[src/quaternion_arithmetic_unit_assert.svh]
// assertion macros shared by the quaternion arithmetic unit
`ifndef QUATERNION_ARITHMETIC_UNIT_ASSERT_SVH
`define QUATERNION_ARITHMETIC_UNIT_ASSERT_SVH
// condition in the same cycle
`define QAU_ASSERT_NOW(label, cond_a, cond_b) \
	label: assert property (@(posedge clk) disable iff (!arst_n) (cond_a) |-> (cond_b)) \
	else $error("qau check failed");
// condition in the next cycle
`define QAU_ASSERT_NEXT(label, cond_a, cond_b) \
	label: assert property (@(posedge clk) disable iff (!arst_n) (cond_a) |=> (cond_b)) \
	else $error("qau check failed");
`endif

[src/qau_delay.sv]
// shift line that keeps side data in step with the pipeline
`default_nettype none
module qau_delay #(
	parameter int WIDTH = 8,
	parameter int DEPTH = 2
) (
	input  logic             clk,
	input  logic             en,
	input  logic [WIDTH-1:0] d,
	output logic [WIDTH-1:0] q
);
	logic [WIDTH-1:0] sr_q [DEPTH];

	always_ff @(posedge clk) begin
		if (en) begin
			sr_q[0] <= d;
			for (int k = 1; k < DEPTH; k++) sr_q[k] <= sr_q[k-1];
		end
	end

	assign q = sr_q[DEPTH-1];
endmodule
`default_nettype wire

[config.mk]
export PLATFORM = sky130hd
export DESIGN_NAME = qau_delay
export DESIGN_NICKNAME = d
export VERILOG_FILES = /design/src/quaternion_arithmetic_unit_assert.svh /design/src/qau_delay.sv
export SDC_FILE = /design/constraint.sdc
export NUM_CORES = 1
export LEC_CHECK = 0
export ABC_AREA = 1
export BUFFER_PORTS_ARGS = -buffer_cell sky130_fd_sc_hd__buf_2
export CAP_MARGIN = 20
export CORE_AREA = 2 2 39 41
export CTS_CLUSTER_DIAMETER = 50
export CTS_CLUSTER_SIZE = 30
export DETAILED_ROUTE_END_ITERATION = 6
export DIE_AREA = 0 0 41 43
export PLACE_DENSITY = 0.66
export SLEW_MARGIN = 5
export SYNTH_ARGS = -nofsm -noshare
export SYNTH_HDL_FRONTEND = slang
export SYNTH_SLANG_ARGS = --single-unit
export TNS_END_PERCENT = 10
[constraint.sdc]
create_clock -name clk -period 0.8 [get_ports clk]
set_input_delay 0.12 -clock clk [delete_from_list [all_inputs] [get_ports clk]]
set_output_delay 0.12 -clock clk [all_outputs]
set_load 0.005 [all_outputs]
## Word level (Yosys, flattened, before mapping)

Memory sizes are Yosys's and may differ from the RTL's.
Cells that the tools add are included.

| cells by class | value |
|---|---|
| $add $sub $neg | 0 |
| $mul | 0 |
| divide/modulo/power cells | 0 |
| magnitude comparators | 0 |
| eq/ne operators | 0 |
| shift-type cells | 0 |
| muxes and demuxes | 2 |
| bitwise gates (word level) | 0 |
| reductions and logical operators | 0 |

Operators with widths:

| operator | number |
|---|---|
| two-way mux 1 bit | 2 |

| storage, ports and cells | value |
|---|---|
| register bits | 0 |
| bits in latches | 0 |
| bits in writable memories | 16 |
| ROM bits | 0 |
| memories | 1 |

Memory list:

| memory | depth | width | read ports | clocked after Yosys merged registers in | write ports | line | RTL |
|---|---|---|---|---|---|---|---|
| sr_q | 2 | 8 | 2 | 0 | 2 | qau_delay.sv:12 | `logic [WIDTH-1:0] sr_q [DEPTH];` |

## Longest topological paths before layout

| logic depth | value |
|---|---|
| word-level depth | 2 |
| depth in mapped cells | 1 |
| mapped depth without buffers | 0 |

## Worst setup path before layout

OpenSTA, ideal clock, no wires.

| path | value |
|---|---|
| path kind | flip-flop to flip-flop |
| from | mem sr_q[0][2] |
| to | mem sr_q[1][2], in the netlist sr_q[0][10] (data pin) |
| setup time | 266 ps |
| data arrival time | 323 ps |
| data required time | 534 ps |
| path slack | 211 ps |
| stages on the path, launching flop included | 1 |
| buffers on the path | 0 |
| clock period less this slack | 589 ps |
| cell sequence | edfxtp_1 |

RTL lines:

| what | line |
|---|---|
| start: declaration | qau_delay.sv:12 |

==> impl_results.md <==
* Status: complete, but fails checks
* Failing checks: negative setup slack
* First-pass GRT wire length at 876 um
* Synthesized area per cell at 22.5 um^2
* Largest family of logic cells by synthesized area: buffers and inverters
* Max Fclk at 1110 MHz
* Critical path's largest stage delay at 380 ps
* Syn. warnings at 0
* Initial Utilization at 39.1%
* GR Util met3 at 4.71%
* Synth top area cells: edfxtp_1 (89%), buf_4 (11%)
* Clk buf depth at 2
* Multi-input logic cell count at 0
* DRT iter0 DRCs at 6
* Final instance area at 642 um^2
* Top FF cell, synth: edfxtp_1
* Cell Chain, Critical Path: buf_2
* Pre-Repair DR Iteration Count at 3
* Post-route ant nets at 0
* Buf/Inv on CP at 1
* Worst Setup SP: sr_q[0][10]
* Top flop regs: sr_q (16)
* Simple-gate portion of the synthesized area at 0%
* HP Class: in2reg
* Io pins at 18
* Layout cell share with drive strength beyond 1 at 50.0%
* Setup TNS at -686 ps
* Post-synth top cells: edfxtp_1 (16), buf_4 (8)
* Fraction of registers with async set/reset at 0%
* Crit path max fanout at 1
* R2R Setup Slk at 180 ps
* Post-synthesis mux area share at 0%
* Total die area at 1760 um^2
* Top Usage Layer GRT: met2
* Fin nets at 51
* CTS sink cnt at 16
* Footprint of the multi-input gates at 0 um^2
* Min Tclk post-route at 902 ps
* Leak at 0.251 nW
* Worst path top cell family by delay: flip-flops
* Core area at 1380 um^2
* Max-capacitance violation count at 0
* Initial antenna violation count at 0
* Crit. End Element: output port
* Most common cell in the netlist: edfxtp_1
* Adder-cell share of the synthesized area at 0%
* Layout Area Growth over Synthesis at 18.8%
* Slew of the pin with the lowest slew margin at 329 ps
* Synth unique cells at 2
* Final estimated routing congestion in global placement at 0.601
* GRT Residual Overflow at 0
* H-tree levels at 1
* Largest net degree at the start of global routing at 17
* Max reg flops at 16
* Final setup fails at 8
* Post-CTS Setup Bufs at 0
* CP startpoint kind: register
* Cell depth of the worst setup path at 1
* Max-slew violations at 0
* Crit Path Category: reg2out
* Area after DPL at 586 um^2
* Post-synth EDFFs at 16
* End of the critical path: q[2]
* Top reg by flops: sr_q
* DRC violations left at 0
* Root Driver: clkbuf_4
* Period utilisation layout at 113%
* Worst-path clk slew at 90 ps
* Final hold vios at 0
* Clk Latency, worst-skew pair at 270 ps
* Routed len/inst at 10.0 um
* Clock skew at 4.03 ps
* Number of global-route vias before repair at 201
* Num CTS Buffers at 3
* Xor/xnor share of the synthesized area at 0%
* R2R cell count at 0
* WP data required at 680 ps
* Diode count at 0
* R2r endpoint: sr_q[0][10]
* RSZ-0062 raised after global routing: yes
* Mapped cell area at 541 um^2
* Setup WS pre-CTS at 36.2 ps
* Met1 Use GR at 9.85%
* Syn_nets at 34
* Peak VDD IR at 0.945 mV
* Arr. time, crit path at 780 ps
* Flops & latches, synth at 16
* Final wirelength at 562 um
* GRT Overall Usage at 8.55%
* Top cell type's share of synthesized area at 88.9%
* Post-synthesis compound-gate area fraction at 0%
* Final worst setup slack at -102 ps
* Vias per inst at 4.04
* Biggest area consumer among synthesized cells: edfxtp_1
* Routed vias at 226
* Overall Power at 0.00148 W
* Max-slew headroom at 78.1%
* Cell Rows at 14
* Die X at 41 um
* GR Util met2 at 10.6%
* Worst reg2reg startpoint: sr_q[0][2]
* Die Height at 43 um
* WHS at 17.3 ps
* Post-Synthesis Cells at 24
* CTS tree: built
* Register area share after synthesis at 88.9%
* Pwr/cell area at 2310 nW/um^2
* IO buf count at 17
* CP max stage cell: edfxtp_1
[repair_timing]
action	in CTS	in global routing
hold buffers	0	3
endpoints found under the setup margin	8	8
cloned	0	0
hold endpoints to repair	0	3
resized for setup	0	0
[metal layers]
metal	up-vias	share of wire, %
li1	112	-
met1	100	38
met3	2	9.8
met2	12	50
met5	-	0
met4	0	1.2
[how the worst min path moves through the flow]
| stage | to | cells past startpoint | startpoint |
|---|---|---|---|
| 2_1_floorplan | sr_q[0][0] | 0 | d[0] |
| 3_3_place_gp | sr_q[0][3] | 1 | d[3] |
| 3_5_place_dp | sr_q[0][6] | 1 | d[6] |
| 4_1_cts | sr_q[0][6] | 1 | d[6] |
| 5_1_grt | sr_q[0][5] | 1 | d[5] |
| 6_report | sr_q[0][5] | 1 | d[5] |
[power breakdown]
group	leakage, nW	switching [W]	internal, W	total [W]
logic	0.0794	0.0000318	0.0000412	0.0000730
registers	0.157	0.0000122	0.000992	0.00100
clock network	0.0154	0.000225	0.000180	0.000406
total	0.251	0.000269	0.00121	0.00148
[cells in the final DEF, fill, tap and decap left out, drive strengths merged]
cell type     n
clkinv        1
dlygate4sd3   3
clkbuf        3
buf          17
edfxtp       16
[stage by stage]
stage,instances,util (%)
2_1_floorplan,24,-
5_1_grt,56,46.4
3_3_place_gp,49,42.3
4_1_cts,53,44.2
3_5_place_dp,49,42.3
6_report,56,46.4
[logic make-up after synthesis]
family	count (synthesis)
buf+inv	8
flops	16
[area by class of cell]
| type | count | area [um^2] |
|---|---|---|
| tap | 16 | 20.0 |
| sequential | 16 | 480 |
| timing repair buffer | 20 | 115 |
| clock buffer | 3 | 22.5 |
| fill | 129 | 742 |
| clock inverter | 1 | 3.75 |
(Power assumes the default switching activity.)
