## src/quaternion_arithmetic_unit_assert.svh

```systemverilog
// assertion macros shared by the quaternion arithmetic unit
`ifndef QUATERNION_ARITHMETIC_UNIT_ASSERT_SVH
`define QUATERNION_ARITHMETIC_UNIT_ASSERT_SVH
// condition in the same cycle
`define QAU_ASSERT_NOW(label, cond_a, cond_b) \
	label: assert property (@(posedge clk) disable iff (!arst_n) (cond_a) |-> (cond_b)) \
	else $error("qau check failed");
// condition in the next cycle
`define QAU_ASSERT_NEXT(label, cond_a, cond_b) \
	label: assert property (@(posedge clk) disable iff (!arst_n) (cond_a) |=> (cond_b)) \
	else $error("qau check failed");
`endif

```

## src/qau_pkg.sv

```systemverilog
// types and constants of the quaternion arithmetic unit
`default_nettype none
package qau_pkg;
	localparam int DATA_W    = 32;
	localparam int QUO_W     = 32;
	localparam int ROOT_W    = 32;
	localparam int RAD_W     = 64;
	localparam int SQ_W      = 65;
	localparam int FRONT_LAT = 3;
	localparam int SQRT_LAT  = ROOT_W;
	localparam int DIV_LAT   = QUO_W + 1;

	localparam logic [DATA_W-1:0] POS_MAX = 32'h7fff_ffff;
	localparam logic [DATA_W-1:0] NEG_MAX = 32'h8000_0000;

	typedef enum logic [2:0] {
		ACT_ADD       = 3'd0,
		ACT_SUB       = 3'd1,
		ACT_MUL       = 3'd2,
		ACT_SCALE     = 3'd3,
		ACT_CONJ      = 3'd4,
		ACT_NORM      = 3'd5,
		ACT_NORMALIZE = 3'd6,
		ACT_INV       = 3'd7
	} action_t;

	// element 0 is the real part, then i, j, k
	typedef logic [3:0][DATA_W-1:0] quat_t;

	typedef struct packed {
		action_t act;
		logic    sat;
		logic    degen;
	} ctl_t;
endpackage
`default_nettype wire

```

## src/qau_isqrt.sv

```systemverilog
// pipelined integer square root, one result bit per stage
`default_nettype none
module qau_isqrt (
	input  logic                         clk,
	input  logic                         en,
	input  logic [qau_pkg::RAD_W-1:0]    rad,
	output logic [qau_pkg::ROOT_W-1:0]   root
);
	import qau_pkg::*;

	logic [ROOT_W+1:0] rem_s  [ROOT_W-1];
	logic [ROOT_W-1:0] root_s [ROOT_W];
	logic [RAD_W-1:0]  rad_s  [ROOT_W-1];

	for (genvar k = 0; k < ROOT_W; k++) begin : g_step
		logic [ROOT_W+1:0] rem_in, shifted, trial;
		logic [ROOT_W-1:0] root_in;
		logic [RAD_W-1:0]  rad_in;
		logic              ge;

		if (k == 0) begin : g_first
			assign rem_in  = '0;
			assign root_in = '0;
			assign rad_in  = rad;
		end else begin : g_next
			assign rem_in  = rem_s[k-1];
			assign root_in = root_s[k-1];
			assign rad_in  = rad_s[k-1];
		end

		always_comb begin
			// bring down the next two radicand bits and try root*4+1
			shifted = {rem_in[ROOT_W-1:0], rad_in[RAD_W-1 -: 2]};
			trial   = {root_in, 2'b01};
			ge      = shifted >= trial;
		end

		always_ff @(posedge clk) begin
			if (en) root_s[k] <= {root_in[ROOT_W-2:0], ge};
		end

		if (k < ROOT_W - 1) begin : g_carry
			always_ff @(posedge clk) begin
				if (en) begin
					rem_s[k] <= ge ? shifted - trial : shifted;
					rad_s[k] <= {rad_in[RAD_W-3:0], 2'b00};
				end
			end
		end
	end

	assign root = root_s[ROOT_W-1];
endmodule
`default_nettype wire

```

## config.mk

```make
export PLATFORM = sky130hd
export DESIGN_NAME = qau_isqrt
export DESIGN_NICKNAME = d
export VERILOG_FILES = /design/src/quaternion_arithmetic_unit_assert.svh /design/src/qau_pkg.sv /design/src/qau_isqrt.sv
export SDC_FILE = /design/constraint.sdc
export NUM_CORES = 2
export LEC_CHECK = 0
export BUFFER_PORTS_ARGS = -buffer_cell sky130_fd_sc_hd__buf_2
export CAP_MARGIN = 0
export CORE_MARGIN = 1
export CORE_UTILIZATION = 30
export CTS_BUF_LIST = sky130_fd_sc_hd__clkbuf_4 sky130_fd_sc_hd__clkbuf_8
export DETAILED_ROUTE_END_ITERATION = 10
export GPL_TIMING_DRIVEN = 0
export HOLD_SLACK_MARGIN = 0.15
export PLACE_DENSITY = 0.5
export SYNTH_ARGS = -nofsm -noshare
export SYNTH_HDL_FRONTEND = slang
export SYNTH_SLANG_ARGS = --single-unit
```

## constraint.sdc

```tcl
create_clock -name clk -period 9.1 [get_ports clk]
set_input_delay 2.275 -clock clk [delete_from_list [all_inputs] [get_ports clk]]
set_output_delay 2.275 -clock clk [all_outputs]
set_load 0.03 [all_outputs]
```

# Word level (Yosys, flattened, before mapping)
# Memory sizes are Yosys's and may differ from the RTL's.
# Index checks and enable logic that the tools add are counted.
[word_totals]
register_bits = 0
ram_bits = 4000
in_bits = 66
output_inout_bits = 32
elab_cells = 99
n_memories = 3
[memory_table]
columns = ["memory", "depth", "word_bits", "read_ports", "rd_ports_with_merged_regs", "wr", "line_no", "rtl"]
rows = [
  ["rad_s", 31, 62, 31, 0, 31, "qau_isqrt.sv:13", "logic [RAD_W-1:0] rad_s [ROOT_W-1];"],
  ["rem_s", 31, 34, 31, 0, 31, "qau_isqrt.sv:11", "logic [ROOT_W+1:0] rem_s [ROOT_W-1];"],
  ["root_s", 32, 32, 32, 0, 32, "qau_isqrt.sv:12", "logic [ROOT_W-1:0] root_s [ROOT_W];"],
]
[op_classes]
n_addsub = 31
n_lt_le_gt_ge = 32
muxes = 33
[op_table]
columns = ["cell", "n"]
rows = [
  ["$ge 34x34->1", 31],
  ["$mux 34", 31],
  ["$sub 34x34->34", 30],
  ["$sub 2x1->3 const B", 1],
  ["$ge 2x1->1 const B", 1],
  ["$mux 1", 2],
]

# Depth between registers and ports, before layout
# An unclocked memory read counts as a cell.
[depth]
word_depth = 3
mapped_depth = 15
mapped_depth_nobuf = 14

# Worst setup path before layout
# No wires, ideal clock.
[synth_path]
kind = "reg2reg"
from = "memory rem_s[14][41] in the netlist's numbering"
to = "memory rem_s[15][22] in the netlist's numbering, data pin"
setup_ns = 0.260
t_arrival_ns = 3.393
required_ns = 8.840
setup_slack_ns = 5.447
path_stages_with_launch = 13
n_path_buf = 1
synth_period_minus_slack_ns = 3.653
cell_sequence = "edfxtp_1 -> ha_1 -> and3_1 -> nor3b_1 -> a21boi_1 -> nor3_1 -> o31ai_1 -> a221oi_1 -> nor3_1 -> nor3_1 -> a21oi_1 -> clkbuf_1 -> mux2_2"
[synth_lines]
columns = ["item", "line_no"]
rows = [
  ["start, declared", "qau_isqrt.sv:11"],
]

==> impl_metrics.toml <==
[critical_path]
r2r_slack_ns = 2.91
crit_fanout = 10
slowest_delay_ns = 0.96
path_class = "flip-flop to flip-flop"
required_ns = 9.81
crit_arrival_ns = 6.90
worstSetupStartpointType = "flip-flop"
r2r_cells = 13
cp_common_cell = "nor3_1"
endpoint_kind = "flip-flop"
worstReg2RegEnd = "rem_s[15][30]$_DFFE_PP_"
r2r_start = "rem_s[14][41]$_DFFE_PP_"
crit_path_cell_trace = "ha_1, and3_1, nor3b_1, a21boi_1, nor3_1, o31ai_1, a221oi_1, nor3_1, nor3_1, a21oi_1, clkbuf_1, buf_2, a21oi_1"
cp_slowest_cell = "a21oi_1"

[logic_synthesis]
yosys_warnings = 0
synthMostInstantiatedCell = "edfxtp_1"
syn_area_sq_um = 113000
yosys.cell_types.count = 85
yosysTopAreaCell = "edfxtp_1"
synth-main-ff-cell = "edfxtp_1"
seq_area_frac_synth_pct = 65.2
synth-seq-cells = 2465
yosysTopAreaCellShare_pct = 65.2
syn_area_per_cell_sq_um = 13.1
netlist_top_cells_area = "edfxtp_1 65%, ha_1 6.2%, xnor2_1 3.2%, xor2_1 2.9%, a21oi_1 2.6%"
synth_common_cells = "2465 x edfxtp_1, 667 x inv_1, 590 x nor2_1"
ys_async_sr_fraction_pct = 0
synthesis.nets = 9299
synth_enable_flop_cells = 2465
syn_inst = 8672

[detailed_routing]
wl_met1_mm = 105
top_layer = "met4"
vias = 68000
drtAntennaViolNets = 0
wl_met3_mm = 9.70
first_pass_iters = 7
viasPerCell = 4.68
drt_iter0_drc = 4530
route.met2.wl_mm = 120
drcViolationCount = 0
wl_mm = 246
wire_per_inst_um = 16.9

[final_layout]
nets = 9849
instances_no_fill = 14500
fin_util_pct = 34.3
final_area_sq_um = 129000
regArea_sq_um = 74000
area_growth_pct = 13.7
filler_cell_count = 36800
multi_input_area_sq_um = 36400
drive_gt1_share_pct = 9.35

[power_and_ir_drop]
internal_power_w = 0.0226
p_seq_share_pct = 47.7
power_density_nw_per_um2 = 249
clockPowerShare_pct = 31.0
switchingPower_w = 0.00955
p_comb_share_pct = 21.2
swShare_pct = 29.7
peakVddDrop_v = 0.000120
power_leakage_nw = 48.7

[sta]
fin_crit_ns = 6.19
grt_setup_unrepaired = "false"
slew_headroom_pct = 15.9
setup_viol = 0
timing.fmax_ghz = 0.162
post-route-period-util_pct = 68.0
setup_tns_ns = 0
fin_hold_ws_ns = 0.367
maxSlewViolCount = 0
finClkSkew_ns = 0.137
hold_violations = 0
tightest_slew_ns = 1.26

[run]
maxCapViolCount = 0

[die]
start_util_pct = 30.2
die_h_um = 617
die_x_um = 617
core_sq_um = 376000
die_area_sq_um = 381000
num_rows = 225
ioPinCount = 98

[placed_design]
place.port_buffers = 97
place_area_sq_um = 121000
place_inst = 13800
hpwl_mm = 176
gp_congestion = 0.892

[global_route]
grt_pass1_vias = 69400
antenna_found_initial = 3
grt_pass1_wl_mm = 384
grt_usage_pct = 12.5
grt.overflow.total = 0
grt_max_degree = 181

[hold_path]
min-delay-start = "rad_s[1][118]$_DFFE_PP_"
hold_class = "flip-flop to flip-flop"
hold_path_depth = 0
holdPathEnd = "rad_s[1][182]$_DFFE_PP_"

[clock_tree]
cts_repair_resize_count = 0
clkSinkCount = 2465
hold_buffers = 0
cts_htree_levels = 5
clk_pin_slew_worst_paths_ns = 0.07
cts_max_path_buffers = 4
tritoncts = "built"
cts_setup_buffers = 0
clk_latency_ns = 1.12
root_buffer = "clkbuf_8"
tritoncts.num_buffers = 435

[run_status]
status = "finished, final reports clean"
## cells by family (layout without fill, tap and decap cells)
| logic type | count (synthesis) | count (layout) | synth area share, % |
|---|---|---|---|
| AO/OA/AOI/OAI | 1742 | 1742 | 9.41 |
| XOR/XNOR | 789 | 789 | 6.09 |
| adder cells (fa/ha/maj) | 561 | 561 | 6.19 |
| buffers and inverters | 824 | 1692 | 2.73 |
| flip-flops | 2465 | 2465 | 65.2 |
| multiplexers | 83 | 83 | 0.817 |
| other | 1 | 3 | 0.00330 |
| AND/OR/NAND/NOR | 2207 | 2207 | 9.52 |
## metal layers
metal,vias up,global-route usage [%]
met5,-,0
met3,593,1.88
met2,1425,22.0
met1,32800,15.2
li1,33200,-
met4,0,5.50
## power by group through the flow
stage	sequential [W]	combinational [W]	clock, W
5_1_grt	0.0155	0.00762	0.0109
2_1_floorplan	0.0152	0.00498	0
3_5_place_dp	0.0156	0.00681	0
6_report	0.0153	0.00683	0.00997
4_1_cts	0.0154	0.00686	0.0105
3_3_place_gp	0.0165	0.00672	0
## worst max path at each step
stage	start	endpoint	slack, ns	cells after the start
after CTS	root_s[7][40]$_DFFE_PP_	rem_s[15][30]$_DFFE_PP_	2.80	14
after detailed placement	root_s[7][40]$_DFFE_PP_	rem_s[15][13]$_DFFE_PP_	2.91	14
after global routing	rem_s[14][41]$_DFFE_PP_	rem_s[15][31]$_DFFE_PP_	2.57	13
final	rem_s[14][41]$_DFFE_PP_	rem_s[15][30]$_DFFE_PP_	2.91	13
after global placement	en	rem_s[10][29]$_DFFE_PP_	-34.01	1
after floorplan	rem_s[14][41]$_DFFE_PP_	rem_s[15][22]$_DFFE_PP_	5.45	12
## registers in the layout (all words and copies together) (netlist names)
signal,count
rad_s,992
rem_s,945
root_s,528
## layout by cell type (no fill, tap or decap), drive strengths merged, types with 375 or more instances in the layout
cell type  count
nor2         590
ha           561
xor2         375
nand2        565
a21oi        582
inv          689
o21ai        437
xnor2        414
edfxtp      2465
clkbuf       696
## through the flow
| stage | setup WS, ns | power (W) |
|---|---|---|
| floorplan | 5.45 | 0.0201 |
| global placement | -34.01 | 0.0232 |
| detailed placement | 2.91 | 0.0224 |
| CTS | 2.80 | 0.0327 |
| global route | 2.57 | 0.0340 |
| finish | 2.91 | 0.0321 |
## worst max-delay path, delay by kind of cell (launching register included)
family | cells | cell delay (ns)
AOI/OAI and AO/OA | 5 | 2.43
adders and majority gates | 1 | 0.41
buffers and inverters | 2 | 1.12
DFF | 1 | 0.41
and+or+nand+nor | 5 | 1.46
## layout make-up
cell class                      count  share of cell area (%)
Sequential cell                  2465                    57.4
Multi-Input combinational cell   5383                    28.2
Clock buffer                      559                    5.37
Tap cell                         4994                    4.84
Inverter                          670                    1.95
Clock inverter                    196                    1.08
Timing Repair Buffer              113                   0.716
Buffer                            154                   0.455
Antenna cell                        2                 0.00388
Power figures use the tool's default switching activity.
